File: src/rtl/core/mwo_pkg.sv
// Package: shared types, constants and lookup tables for the oscillator.
`default_nettype none
package mwo_pkg;
    localparam int CFG_IDX_W  = 2;
    localparam int CFG_DATA_W = 18;

    localparam logic [CFG_IDX_W-1:0] REG_WAVE_SHAPE  = 2'd0;
    localparam logic [CFG_IDX_W-1:0] REG_SAMPLE_RATE = 2'd1;
    localparam logic [CFG_IDX_W-1:0] REG_AMP_GAIN    = 2'd2;

    localparam logic [1:0] SHAPE_SINE     = 2'd0;
    localparam logic [1:0] SHAPE_SQUARE   = 2'd1;
    localparam logic [1:0] SHAPE_SAWTOOTH = 2'd2;
    localparam logic [1:0] SHAPE_TRIANGLE = 2'd3;

    typedef enum logic [2:0] {
        ST_IDLE,
        ST_MUL,
        ST_MOD,
        ST_DIV,
        ST_SHAPE,
        ST_CLIP,
        ST_OUT
    } t_state;

    // controller -> datapath
    typedef struct packed {
        logic load;
        logic mul_step;
        logic mod_step;
        logic div_step;
        logic shape;
        logic clip;
    } t_cmd;

    // datapath -> controller
    typedef struct packed {
        logic mul_done;
        logic mod_done;
        logic div_done;
    } t_status;

    function automatic logic [15:0] sine_tab(input logic [5:0] i);
        logic [15:0] v;
        v = 16'd0;
        unique case (i)
            6'd0: v = 16'd0;      6'd1: v = 16'd1608;   6'd2: v = 16'd3212;
            6'd3: v = 16'd4808;   6'd4: v = 16'd6393;   6'd5: v = 16'd7962;
            6'd6: v = 16'd9512;   6'd7: v = 16'd11039;  6'd8: v = 16'd12540;
            6'd9: v = 16'd14010;  6'd10: v = 16'd15447; 6'd11: v = 16'd16846;
            6'd12: v = 16'd18205; 6'd13: v = 16'd19520; 6'd14: v = 16'd20788;
            6'd15: v = 16'd22006; 6'd16: v = 16'd23170; 6'd17: v = 16'd24279;
            6'd18: v = 16'd25330; 6'd19: v = 16'd26320; 6'd20: v = 16'd27246;
            6'd21: v = 16'd28106; 6'd22: v = 16'd28899; 6'd23: v = 16'd29622;
            6'd24: v = 16'd30274; 6'd25: v = 16'd30853; 6'd26: v = 16'd31357;
            6'd27: v = 16'd31786; 6'd28: v = 16'd32138; 6'd29: v = 16'd32413;
            6'd30: v = 16'd32610; 6'd31: v = 16'd32729; 6'd32: v = 16'd32768;
            default: v = 16'd32768;
        endcase
        return v;
    endfunction

    function automatic logic [14:0] tanh_tab(input logic [5:0] i);
        logic [14:0] v;
        v = 15'd32767;
        unique case (i)
            6'd0: v = 15'd0;      6'd1: v = 15'd4075;   6'd2: v = 15'd8025;
            6'd3: v = 15'd11743;  6'd4: v = 15'd15143;  6'd5: v = 15'd18173;
            6'd6: v = 15'd20813;  6'd7: v = 15'd23066;  6'd8: v = 15'd24956;
            6'd9: v = 15'd26520;  6'd10: v = 15'd27797; 6'd11: v = 15'd28830;
            6'd12: v = 15'd29660; 6'd13: v = 15'd30322; 6'd14: v = 15'd30847;
            6'd15: v = 15'd31262; 6'd16: v = 15'd31589; 6'd17: v = 15'd31846;
            6'd18: v = 15'd32048; 6'd19: v = 15'd32206; 6'd20: v = 15'd32329;
            6'd21: v = 15'd32426; 6'd22: v = 15'd32501; 6'd23: v = 15'd32560;
            6'd24: v = 15'd32606; 6'd25: v = 15'd32642; 6'd26: v = 15'd32670;
            6'd27: v = 15'd32691; 6'd28: v = 15'd32708; 6'd29: v = 15'd32721;
            6'd30: v = 15'd32732; 6'd31: v = 15'd32740; 6'd32: v = 15'd32746;
            6'd33: v = 15'd32751; 6'd34: v = 15'd32755; 6'd35: v = 15'd32758;
            6'd36: v = 15'd32760; 6'd37: v = 15'd32762; 6'd38: v = 15'd32763;
            6'd39: v = 15'd32764; 6'd40: v = 15'd32765; 6'd41: v = 15'd32766;
            6'd42: v = 15'd32766; 6'd43: v = 15'd32767; 6'd44: v = 15'd32767;
            default: v = 15'd32767;
        endcase
        return v;
    endfunction
endpackage
`default_nettype wire

File: src/rtl/core/mwo_ctrl.sv
// Controller: sequences load, multiply, reduce, divide, shape, clip and output.
`default_nettype none
module mwo_ctrl (
    input  wire              i_clk,
    input  wire              i_rst_n,
    input  wire              i_in_valid,
    output logic             o_in_ready,
    output logic             o_out_valid,
    input  wire              i_out_ready,
    input  mwo_pkg::t_status i_status,
    output mwo_pkg::t_cmd    o_cmd
);
    import mwo_pkg::*;

    t_state r_state, n_state;

    always_ff @(posedge i_clk) begin
        if (!i_rst_n) begin
            r_state <= ST_IDLE;
        end else begin
            r_state <= n_state;
        end
    end

    always_comb begin
        n_state     = r_state;
        o_cmd       = '0;
        o_in_ready  = 1'b0;
        o_out_valid = 1'b0;
        unique case (r_state)
            ST_IDLE: begin
                o_in_ready = 1'b1;
                if (i_in_valid) begin
                    o_cmd.load = 1'b1;
                    n_state    = ST_MUL;
                end
            end
            ST_MUL: begin
                o_cmd.mul_step = 1'b1;
                if (i_status.mul_done) n_state = ST_MOD;
            end
            ST_MOD: begin
                o_cmd.mod_step = 1'b1;
                if (i_status.mod_done) n_state = ST_DIV;
            end
            ST_DIV: begin
                o_cmd.div_step = 1'b1;
                if (i_status.div_done) n_state = ST_SHAPE;
            end
            ST_SHAPE: begin
                o_cmd.shape = 1'b1;
                n_state     = ST_CLIP;
            end
            ST_CLIP: begin
                o_cmd.clip = 1'b1;
                n_state    = ST_OUT;
            end
            ST_OUT: begin
                // result word sits in the output register until taken
                o_out_valid = 1'b1;
                o_in_ready  = i_out_ready;
                if (i_out_ready) begin
                    if (i_in_valid) begin
                        o_cmd.load = 1'b1;
                        n_state    = ST_MUL;
                    end else begin
                        n_state = ST_IDLE;
                    end
                end
            end
            default: n_state = ST_IDLE;
        endcase
    end
endmodule
`default_nettype wire

File: src/rtl/core/mwo_dp.sv
// Datapath: index, shift-add multiply, modular reduction, phase divide, wave, tanh.
`default_nettype none
module mwo_dp #(
    parameter int INDEX_BITS  = 32,
    parameter int PHASE_BITS  = 24,
    parameter int SAMPLE_BITS = 16
) (
    input  wire                     i_clk,
    input  wire                     i_rst_n,
    input  mwo_pkg::t_cmd           i_cmd,
    output mwo_pkg::t_status        o_status,
    input  wire [31:0]              i_frequency,
    input  wire                     i_first,
    input  wire [1:0]               i_wave_shape,
    input  wire [17:0]              i_sample_rate,
    input  wire [15:0]              i_amp_gain,
    output logic [SAMPLE_BITS-1:0]  o_sample
);
    import mwo_pkg::*;

    localparam int MW    = 26;               // modulus width: 256*rate
    localparam int PW    = 32 + INDEX_BITS;  // product width
    localparam int MCW   = $clog2(PW + 1);
    localparam int DCW   = $clog2(PHASE_BITS + 1);
    localparam int SH    = PHASE_BITS - 15;

    logic [INDEX_BITS-1:0] r_index;
    logic [INDEX_BITS-1:0] r_idx;
    logic [31:0]           r_freq;
    logic [MW-1:0]         r_m;
    logic [PW-1:0]         r_prod;
    logic [MCW-1:0]        r_cnt;
    logic [MW:0]           r_rem;
    logic [PHASE_BITS-1:0] r_phase;
    logic signed [17:0]    r_w;
    logic signed [34:0]    r_x;

    logic [17:0]  rate_eff;
    logic [MW:0]  rem_sh;
    logic [MW:0]  div_sh;
    logic [14:0]  q;
    logic [12:0]  pos;
    logic [13:0]  spos;
    logic [16:0]  qs_i;
    logic [16:0]  qs_n;
    logic [18:0]  qs_d;
    logic signed [17:0] wave;
    logic [34:0]  mag;
    logic [5:0]   ti;
    logic [15:0]  tf;
    logic [14:0]  t0;
    logic [14:0]  t1;
    logic [31:0]  tprod;
    logic [15:0]  tv;
    logic [14:0]  tmag;
    logic [SAMPLE_BITS-1:0] smag;

    assign rate_eff = (i_sample_rate == 18'd0) ? 18'd1 : i_sample_rate;

    always_ff @(posedge i_clk) begin
        if (!i_rst_n) begin
            r_index <= '0;
        end else if (i_cmd.load) begin
            r_index <= (i_first ? '0 : r_index) + 1'b1;
        end
    end

    // product is reduced mod m bit-serially from the top
    assign rem_sh = {r_rem[MW-1:0], r_prod[PW-1]};
    assign div_sh = {r_rem[MW-1:0], 1'b0};

    always_ff @(posedge i_clk) begin
        if (i_cmd.load) begin
            r_idx  <= i_first ? '0 : r_index;
            r_freq <= i_frequency;
            r_m    <= {rate_eff, 8'd0};
            r_prod <= '0;
            r_cnt  <= '0;
        end else if (i_cmd.mul_step) begin
            // one index bit per cycle, MSB first
            r_prod <= {r_prod[PW-2:0], 1'b0}
                      + (r_idx[INDEX_BITS-1] ? PW'(r_freq) : PW'(0));
            r_idx  <= {r_idx[INDEX_BITS-2:0], 1'b0};
            r_cnt  <= (r_cnt == MCW'(INDEX_BITS - 1)) ? '0 : r_cnt + 1'b1;
            r_rem  <= '0;
        end else if (i_cmd.mod_step) begin
            r_rem  <= (rem_sh >= {1'b0, r_m}) ? rem_sh - {1'b0, r_m} : rem_sh;
            r_prod <= {r_prod[PW-2:0], 1'b0};
            // wraps to zero on the last step, ready for the divide
            r_cnt  <= (r_cnt == MCW'(PW - 1)) ? '0 : r_cnt + 1'b1;
        end else if (i_cmd.div_step) begin
            // restoring division of rem*2^PHASE_BITS by m
            r_rem   <= (div_sh >= {1'b0, r_m}) ? div_sh - {1'b0, r_m} : div_sh;
            r_phase <= {r_phase[PHASE_BITS-2:0], div_sh >= {1'b0, r_m}};
            r_cnt   <= r_cnt + 1'b1;
        end
        if (i_cmd.shape) r_w <= wave;
        if (i_cmd.clip) r_x <= 35'(r_w) * 35'($signed({1'b0, i_amp_gain}));
    end

    assign o_status.mul_done = i_cmd.mul_step && (r_cnt == MCW'(INDEX_BITS - 1));
    assign o_status.mod_done = i_cmd.mod_step && (r_cnt == MCW'(PW - 1));
    assign o_status.div_done = i_cmd.div_step && (r_cnt[DCW-1:0] == DCW'(PHASE_BITS - 1));

    generate
        if (SH >= 0) begin : g_qr
            assign q = r_phase[SH +: 15];
        end else begin : g_ql
            assign q = 15'({r_phase, {(-SH){1'b0}}});
        end
    endgenerate

    always_comb begin
        pos  = q[12:0];
        spos = q[13] ? 14'd8192 - {1'b0, pos} : {1'b0, pos};
        qs_i = {1'b0, sine_tab({1'b0, spos[12:8]})};
        qs_n = {1'b0, sine_tab({1'b0, spos[12:8]} + 6'd1)};
        qs_d = 19'(qs_n - qs_i) * 19'(spos[7:0]);
        if (spos[13]) begin
            qs_i = 17'd32768;
        end else begin
            qs_i = qs_i + {6'd0, qs_d[18:8]};
        end
        wave = 18'sd0;
        case (i_wave_shape)
            SHAPE_SINE:   wave = q[14] ? -$signed({1'b0, qs_i}) : $signed({1'b0, qs_i});
            SHAPE_SQUARE: wave = (r_phase != '0 && !r_phase[PHASE_BITS-1])
                                 ? 18'sd32768 : -18'sd32768;
            SHAPE_SAWTOOTH: wave = $signed({2'b0, q, 1'b0}) - 18'sd32768;
            default: wave = !q[14] ? $signed({1'b0, q, 2'b0}) - 18'sd32768
                                  : 18'sd98304 - $signed({1'b0, q, 2'b0});
        endcase
    end

    always_comb begin
        mag   = r_x[34] ? 35'(-r_x) : 35'(r_x);
        ti    = (mag[34:24] >= 11'd44) ? 6'd44 : 6'(mag[29:24]);
        tf    = mag[23:8];
        t0    = tanh_tab(ti);
        t1    = tanh_tab(ti + 6'd1);
        tprod = 32'(t1 - t0) * 32'(tf);
        tv    = (mag[34:24] >= 11'd44) ? 16'd32767 : 16'(t0) + 16'(tprod[31:16]);
        tmag  = tv[15] ? 15'd32767 : tv[14:0];
        if (SAMPLE_BITS >= 16)
            smag = SAMPLE_BITS'({tmag, {(SAMPLE_BITS>16 ? SAMPLE_BITS-16 : 1){1'b0}}}
                                >> (SAMPLE_BITS>16 ? 0 : 1));
        else smag = SAMPLE_BITS'(tmag >> (16 - SAMPLE_BITS));
    end

    // output sample taken from the registered product
    assign o_sample = r_x[34] ? SAMPLE_BITS'(-smag) : smag;
endmodule
`default_nettype wire

File: src/rtl/core/multi_waveform_oscillator_unit.sv
// Top level: oscillator with configuration registers, controller and datapath.
//
// Usage:
//   Slave stream: s_axis_tdata carries frequency (unsigned Q24.8 Hz), s_axis_tuser
//   carries the first flag, which restarts the sample index at zero.
//   Master stream: m_axis_tdata carries one signed Q1.15 sample per input word.
//   Configuration: i_cfg_we/i_cfg_idx/i_cfg_data; index 0 wave shape,
//   1 sample rate, 2 amplitude gain. Write only while idle.
//   Sequence: shift-add multiply over the INDEX_BITS index bits, modular
//   reduction over the 32+INDEX_BITS product bits, phase division over the
//   PHASE_BITS quotient bits, then a wave step and a multiply/clip step,
//   after which m_axis_tvalid rises. One word at a time: a new word is not
//   taken until the last result is taken; the bit-serial loops, the
//   reduction most, set the time each word takes.
//   The result waits in the output register while the receiver stalls; a new
//   word is accepted in the same cycle the result is taken.
//   Reset (synchronous, active low) restores register defaults and clears the
//   sample index.
`default_nettype none
module multi_waveform_oscillator_unit #(
    parameter int INDEX_BITS  = 32,
    parameter int PHASE_BITS  = 24,
    parameter int SAMPLE_BITS = 16
) (
    input  wire                          i_clk,
    input  wire                          i_rst_n,
    input  wire                          s_axis_tvalid,
    output logic                         s_axis_tready,
    input  wire [31:0]                   s_axis_tdata,  // [31:0] frequency
    input  wire                          s_axis_tuser,  // [0] first
    output logic                         m_axis_tvalid,
    input  wire                          m_axis_tready,
    output logic [((SAMPLE_BITS+7)/8)*8-1:0] m_axis_tdata, // [SAMPLE_BITS-1:0] sample
    input  wire                          i_cfg_we,
    input  wire [mwo_pkg::CFG_IDX_W-1:0] i_cfg_idx,
    input  wire [mwo_pkg::CFG_DATA_W-1:0] i_cfg_data
);
    import mwo_pkg::*;

    localparam int TDW = ((SAMPLE_BITS + 7) / 8) * 8;

    logic [1:0]  r_wave_shape;
    logic [17:0] r_sample_rate;
    logic [15:0] r_amp_gain;
    t_cmd        cmd;
    t_status     status;
    logic [SAMPLE_BITS-1:0] sample;

    always_ff @(posedge i_clk) begin
        if (!i_rst_n) begin
            r_wave_shape  <= SHAPE_SINE;
            r_sample_rate <= 18'd48000;
            r_amp_gain    <= 16'd4096;
        end else if (i_cfg_we) begin
            unique case (i_cfg_idx)
                REG_WAVE_SHAPE:  r_wave_shape  <= i_cfg_data[1:0];
                REG_SAMPLE_RATE: r_sample_rate <= i_cfg_data;
                REG_AMP_GAIN:    r_amp_gain    <= i_cfg_data[15:0];
                default: ;
            endcase
        end
    end

    mwo_ctrl u_ctrl (
        .i_clk       (i_clk),
        .i_rst_n     (i_rst_n),
        .i_in_valid  (s_axis_tvalid),
        .o_in_ready  (s_axis_tready),
        .o_out_valid (m_axis_tvalid),
        .i_out_ready (m_axis_tready),
        .i_status    (status),
        .o_cmd       (cmd)
    );

    mwo_dp #(
        .INDEX_BITS  (INDEX_BITS),
        .PHASE_BITS  (PHASE_BITS),
        .SAMPLE_BITS (SAMPLE_BITS)
    ) u_dp (
        .i_clk        (i_clk),
        .i_rst_n      (i_rst_n),
        .i_cmd        (cmd),
        .o_status     (status),
        .i_frequency  (s_axis_tdata),
        .i_first      (s_axis_tuser),
        .i_wave_shape (r_wave_shape),
        .i_sample_rate(r_sample_rate),
        .i_amp_gain   (r_amp_gain),
        .o_sample     (sample)
    );

    assign m_axis_tdata = TDW'(sample);
endmodule
`default_nettype wire
File: config.mk
export PLATFORM = sky130hd
export DESIGN_NAME = multi_waveform_oscillator_unit
export DESIGN_NICKNAME = d
export VERILOG_FILES = /design/src/rtl/core/mwo_pkg.sv /design/src/rtl/core/mwo_ctrl.sv /design/src/rtl/core/mwo_dp.sv /design/src/rtl/core/multi_waveform_oscillator_unit.sv
export SDC_FILE = /design/constraint.sdc
export NUM_CORES = 2
export LEC_CHECK = 0
export BUFFER_PORTS_ARGS = -buffer_cell sky130_fd_sc_hd__buf_2
export CORE_AREA = 2 2 367 369
export DETAILED_ROUTE_END_ITERATION = 6
export DIE_AREA = 0 0 369 371
export GPL_ROUTABILITY_DRIVEN = 1
export MAX_ROUTING_LAYER = met4
export PLACE_DENSITY = 0.6
export SYNTH_ARGS = -nofsm -noshare
export SYNTH_HDL_FRONTEND = slang
export SYNTH_SLANG_ARGS = --single-unit
export TNS_END_PERCENT = 10
File: constraint.sdc
create_clock -name i_clk -period 43.8 [get_ports i_clk]
set_input_delay 4.38 -clock i_clk [delete_from_list [all_inputs] [get_ports i_clk]]
set_output_delay 4.38 -clock i_clk [all_outputs]
set_load 0.1 [all_outputs]
# Word-level counts from Yosys, hierarchy flattened
# Memories as Yosys holds them, arrays and structs flattened.
# Cells that the tools add are included.
[classes]
n_addsub = 18
n_eq_ne = 18
n_mul = 3
bitwise_logic = 3
n_lt_le_gt_ge = 3
n_reduce_logical = 19
div_mod_pow = 0
mux = 43
shifts = 0
[ops]
columns = ["operator", "n"]
rows = [
  ["two-way mux 32 bit", 4],
  ["two-way mux 64 bit", 2],
  ["two-way mux 26 bit", 4],
  ["adder 64 bit", 1],
  [">= comparator 27 x 26 -> 1 bit", 2],
  ["two-way mux 18 bit", 3],
  ["one-hot mux 18 bit (3 select lines)", 1],
  ["subtractor 26 bit", 2],
  ["multiplier 18 x 17 -> 35 bit", 1],
  ["two-way mux 35 bit", 1],
  ["two-way mux 7 bit", 5],
  ["negator 35 bit", 1],
  ["adder 32 x 1 -> 32 bit (second input constant)", 1],
  ["multiplier 32 x 16 -> 32 bit", 1],
  ["two-way mux 16 bit", 2],
  ["nonzero test 24 bit", 1],
  ["one-hot mux 3 bit (7 select lines)", 1],
  ["multiplier 19 x 8 -> 19 bit", 1],
  ["zero test 18 bit", 1],
  ["negator 17 -> 18 bit", 1],
  ["subtractor 17 x 16 -> 18 bit (second input constant)", 1],
  ["subtractor 17 x 17 -> 18 bit (first input constant)", 1],
  ["adder 16 x 11 -> 17 bit", 1],
  ["two-way mux 17 bit", 1],
  ["other kinds (35)", 67],
]
[totals]
out_inout_bits = 18
word_cells = 125
ramBits = 0
rom_bits = 3424
ff_bits = 327
input_bits = 58
memories = 4
latch_bits = 0
[memory_table]
columns = ["name", "words", "width", "read_ports", "rd_ports_with_merged_regs", "wr", "line_no", "rtl"]
rows = [
  ["(name not given)", 64, 16, 1, 0, 0, "mwo_pkg.sv:46", "unique case (i)"],
  ["(name not given)", 64, 15, 1, 0, 0, "mwo_pkg.sv:66", "unique case (i)"],
  ["(name not given)", 64, 15, 1, 0, 0, "mwo_pkg.sv:66", ""],
  ["(name not given)", 32, 15, 1, 0, 0, "mwo_pkg.sv:46", ""],
]

# Logic depth before layout (Yosys ltp)
# An unclocked memory read counts as a cell.
[logic_depth]
ltp_word = 13
ltp_mapped = 81
mapped_depth_nobuf = 75

# By module
# Synthesis repeated with hierarchy kept, for this count alone.
[hier_totals]
cells_unflattened = 5410
hier_area_um2 = 46612.2
[modules_own_cells]
columns = ["mod", "seq_area_each_um2", "cells_each", "area_per_inst_um2", "n_inst"]
rows = [
  ["mwo_dp", 7617.3, 5226, 44879.3, 1],
  ["multi_waveform_oscillator_unit", 720.7, 148, 1432.6, 1],
  ["mwo_ctrl", 60.1, 36, 300.3, 1],
]

# Least setup slack after synthesis
# OpenSTA, ideal clock, no wires.
[synth_path]
path_kind = "reg2out"
from = "reg u_dp.r_x[12]"
to = "out m_axis_tdata[14]"
arrival_ns = 18.369
required_ns = 39.420
stages_incl_launch_ff = 75
path_slack_ns = 21.051
path_buffers = 6
path_cell_list = "edfxtp_1 > or4_1 > or4_4 > buf_6 > or3_1 > a41o_1 > o21a_1 > nor2_4 > clkbuf_1 > nand2_1 > inv_1 > ha_1 > clkbuf_1 > inv_1 > ha_1 > clkbuf_1 > clkbuf_1 > a31oi_1 > (+39 left out) > nand2_1 > a211oi_1 > o41ai_2 > a21oi_2 > xnor2_4 > nand2_1 > or2_1 > inv_1 > ha_1 > nand2_1 > nor2_1 > nand2_1 > nor3_1 > and3_1 > nand4_1 > nor3_1 > mux2_2 > o22ai_1"
[synth_between]
elab_chain_len = 13
elab_cells_between_ends = 14
cone_classes = "add/sub: 5; mul: 1; order compare: 1; mux: 5; memory: 2"
[synth_rtl]
columns = ["element", "line_no", "rtl"]
rows = [
  ["start, declared", "mwo_dp.sv:36", "logic signed [34:0] r_x;"],
  ["start signal, assigned", "mwo_dp.sv:98", "if (i_cmd.clip) r_x <= 35'(r_w) * 35'($signed({1'b0, i_amp_gain}));"],
  ["negator 35 bit", "mwo_dp.sv:136", "mag = r_x[34] ? 35'(-r_x) : 35'(r_x);"],
  ["two-way mux 35 bit *", "mwo_dp.sv:136", ""],
  [">= comparator 11 x 6 -> 1 bit", "mwo_dp.sv:137, mwo_dp.sv:142", ""],
  ["two-way mux 6 bit", "mwo_dp.sv:137", "ti = (mag[34:24] >= 11'd44) ? 6'd44 : 6'(mag[29:24]);"],
  ["adder 6 x 1 -> 6 bit", "mwo_dp.sv:140", "t1 = tanh_tab(ti + 6'd1);"],
  ["memory (64 x 15 bit)", "n/a", ""],
  ["subtractor 15 x 15 -> 16 bit", "mwo_dp.sv:141", "tprod = 32'(t1 - t0) * 32'(tf);"],
  ["multiplier 32 x 16 -> 32 bit", "mwo_dp.sv:141", ""],
  ["adder 15 x 16 -> 16 bit", "mwo_dp.sv:142", "tv = (mag[34:24] >= 11'd44) ? 16'd32767 : 16'(t0) + 16'(tprod[31:16]);"],
  ["two-way mux 16 bit *", "mwo_dp.sv:142", ""],
  ["two-way mux 15 bit *", "mwo_dp.sv:143", "tmag = tv[15] ? 15'd32767 : tv[14:0];"],
  ["negator 15 -> 16 bit", "mwo_dp.sv:151", "assign o_sample = r_x[34] ? SAMPLE_BITS'(-smag) : smag;"],
  ["two-way mux 16 bit *", "mwo_dp.sv:151", ""],
  ["end, declared", "multi_waveform_oscillator_unit.sv:33", "output logic [((SAMPLE_BITS+7)/8)*8-1:0] m_axis_tdata,"],
]
# Every way passes the cells marked *; elsewhere a longest branch is shown, timed or not.

# Worst setup path in the final report
[layout_path]
from = "reg u_dp.r_x[20]"
to = "out m_axis_tdata[14]"
# Same word-level chain as after synthesis.

==> metrics.md <==
| Metric | Value |
|---|---|
| Final hold viol count | 0 |
| Final net count | 6327 |
| Row count | roughly 130 |
| Worst hold slack | roughly 450 ps |
| DIE AREA | around 0.14 mm2 |
| Starting Density | around a third |
| HP Class | register to register |
| Register area share after synthesis | approximately 18% |
| Synth Area in XOR/XNOR | just under 6% |
| TritonRoute pass-1 iters | 5 |
| Largest net degree at the start of global routing | 78 |
| GRT Util Overall | approximately 18% |
| Proportion of layout cells with a drive suffix above 1 | ~5.4% |
| Post-synthesis net count | 6383 |
| P_sw | 0.292 mW |
| CTS Buf Count | 40 |
| Register share of total power | just under 40% |
| Largest family of logic cells by synthesized area | adder cells |
| Critical path arrival | just over 20000 ps |
| Overflow after GRT | 0 |
| Syn Std Cell Area | approximately 0.046 mm2 |
| Max Freq | a little over 0.04 GHz |
| P&R area growth vs syn | 7.78% |
| Placed cells | 7041 |
| Pwr/cell area | between 15 and 20 mW/mm2 |
| Vias in the first global route | between 30k and 40k |
| Worst vdd ir | between 20 and 30 uV |
| Worst-case reg-to-reg path depth | between 40 and 50 |
| CTS tree | built |
| First-pass GRT wire length | 197 mm |
| Post-synthesis mux area share | 0.707% |
| Max_slew headroom | 11.5% |
| Fraction of the mapped netlist area in adder cells | a little over a third |
| I/O pin cnt | 76 |
| RSZ-0062 raised after global routing | no |
| Post_cts resized | 0 |
| CTS Buffer Depth | 3 |
| WL per Instance | between 15 and 20 um |
| RePlAce Congestion | roughly 0.91 |
| Worst-Skew Late Latency | approximately 570 ps |
| Post-CTS Hold Buffers | 0 |
| Utilization after layout | a little under two fifths |
| CP endpoint kind | output port |
| Die Height | 371 um |
| Share of synthesized registers carrying an async set or reset | 0% |
| Placement Setup Slack | between 15000 and 20000 ps |
| Drt initial violations | 2219 |
| Startpoint types | register |
| ANT nets after route | 0 |
| Pwr Total | between 0.9 and 1 mW |
| Synth Flop Type | edfxtp_1 |
| Non-Filler Instances | between 7k and 8k |
| CTS sink cnt | roughly 330 |
| Hold depth | 0 |
| Dpl cell area | 0.0486 mm2 |
| Syn Area/Cell | 8.63 um2 |
| Fin crit share | a little under three fifths |
| Post-synth EDFFs | roughly 190 |
| Worst Tran Pin Value | 1320 ps |
| Slowest cell on the critical path | nor4_1 |
| Setup Buffers After CTS | 0 |
| Crit path largest cell delay | 1000 ps |
| Core Area | 0.133 mm2 |
| Max-slew violation count | 0 |
| Clk_skew | about 34 ps |
| Tmin final | about 25000 ps |
| Vias | ~36k |
| Worst setup margin | 19250 ps |
| Root buf cell | clkbuf_16 |
| Mapped Cells | approximately 5.4k |
| Initial antenna violation count | 0 |
| Vias/cell | a little over 5 |
| Die width | roughly 370 um |
| N_diodes | 0 |
| Synth Register Bits | about 330 |
| Setup TNS | 0 ps |
| CP required | 39420 ps |
| H-tree levels | 2 |
| Clock share of power | 35.8% |
| Gate power share | 24.8% |
| Port Buf Inserts | between 70 and 80 |
| Clock Pin Slew Worst Setup and Hold Paths | around 50 ps |
| # setup viols final | 0 |
| Pleak | around 22 nW |
| Switching Share | between 30% and 40% |
| Crit path kind | register to output port |
| Final WL | 120 mm |
| Post-route cell area | around 0.050 mm2 |
| DP HPWL | ~92 mm |
| Peak fanout along the critical path | 42 |
| Internal power | 0.668 mW |
| Run status | finished clean |
| Syn. warnings | 0 |
| Unique masters post-synth | 110 |
| Post-synthesis compound-gate area fraction | around an eighth |
| Synth Area in Simple Gates | between 15 and 20% |
| Max capacitance violation total | 0 |
| Residual DRC | 0 |
## worst max-delay path: cells and delay by family (launching register included)
| kind | cells | cell delay [ps] |
|---|---|---|
| compound gates | 26 | 5080 |
| buf+inv | 10 | 1570 |
| fa+ha+maj | 13 | 5530 |
| mux | 1 | 360 |
| flops | 1 | 460 |
| xor+xnor | 3 | 1240 |
| simple gates | 21 | 5360 |
## cells in the final DEF (no fill, tap or decap), types with 23 or more instances in the layout
master and count:
a21oi_1 223, a22oi_1 35, nor3_1 82, xor2_1 102, a21o_1 47, nand2_1 737, ha_1 316, o21a_1 33
and2_1 208, o31ai_1 23, buf_4 65, nand4_1 23, a31oi_1 35, xnor2_1 186, clkbuf_16 42, fa_1 638
nor2_1 415, a211oi_1 31, and3_1 29, nand3b_1 31, buf_2 75, inv_1 811, edfxtp_1 185, nand3_1 85
dfxtp_1 142, nor2b_1 55, or3_1 37, a21boi_0 39, o21ai_0 182, nand2b_1 60, o211ai_1 35
## logic make-up (layout without fill, tap and decap cells)
logic type	Yosys count	in the layout
compound gates	852	852
xor+xnor	303	303
fa+ha+maj	957	957
buf+inv	1057	1033
flops	327	327
mux	27	27
simple gates	1848	1848
## registers in the layout, summed over array words and instances (netlist names)
signal / flops
u_ctrl.r_state: 3
r_amp_gain: 16
r_wave_shape: 2
u_dp.r_freq: 32
u_dp.r_prod: 64
u_dp.r_m: 18
u_dp.r_x: 35
u_dp.r_w: 18
r_sample_rate: 18
u_dp.r_index: 32
u_dp.r_cnt: 7
u_dp.r_phase: 24
u_dp.r_idx: 32
u_dp.r_rem: 26
## power groups by stage
stage	Combinational [mW]	Clock (mW)	Sequential [mW]
after global routing	0.274	0.364	0.381
after CTS	0.240	0.351	0.378
after floorplan	0.187	0	0.376
after global placement	0.235	0	0.384
final	0.238	0.343	0.378
after detailed placement	0.239	0	0.384
## path summary, 6_finish.rpt
path	start	end	slack (ps)
max	u_dp.r_x[20]	m_axis_tdata[14]	19250
min	u_dp.r_phase[8]	u_dp.r_phase[9]	450
max reg2reg	u_dp.r_phase[9]	u_dp.r_w[14]	29780
min reg2reg	u_dp.r_phase[8]	u_dp.r_phase[9]	450
## routing by layer
layer / up-vias / share of wire, % / global-route usage [%]
met5: - / 0 / -
met2: 896 / 47 / 29.4
met4: 0 / 1.8 / 3.47
met3: 141 / 4.5 / 1.48
li1: 17200 / - / -
met1: 17800 / 46 / 24.8
## synthesized netlist by cell type (31+ instances only)
cell | count | area [um2]
inv_1 | 812 | 3050
nand2_1 | 738 | 2770
fa_1 | 638 | 12800
nor2_1 | 420 | 1580
ha_1 | 316 | 3950
a21oi_1 | 223 | 1120
clkbuf_1 | 219 | 822
and2_1 | 209 | 1310
xnor2_1 | 188 | 1650
edfxtp_1 | 185 | 5560
o21ai_0 | 183 | 916
dfxtp_1 | 142 | 2840
xor2_1 | 108 | 946
nand3_1 | 85 | 425
nor3_1 | 83 | 415
nand2b_1 | 60 | 375
nor2b_1 | 56 | 350
a21o_1 | 47 | 353
a21boi_0 | 39 | 293
or3_1 | 37 | 231
a22oi_1 | 35 | 263
a31oi_1 | 35 | 219
o211ai_1 | 35 | 263
o21a_1 | 33 | 248
a211oi_1 | 31 | 233
nand3b_1 | 31 | 233
## area by class of cell
type / count / area [um2]
Timing Repair Buffer: 140 / 863
Tap cell: 1768 / 2210
Fill cell: 13600 / 82800
Clock inverter: 20 / 220
Sequential cell: 327 / 8400
Clock buffer: 54 / 1140
Inverter: 819 / 3080
Multi-Input combinational cell: 3987 / 34100
Power figures use the tool's default switching activity.
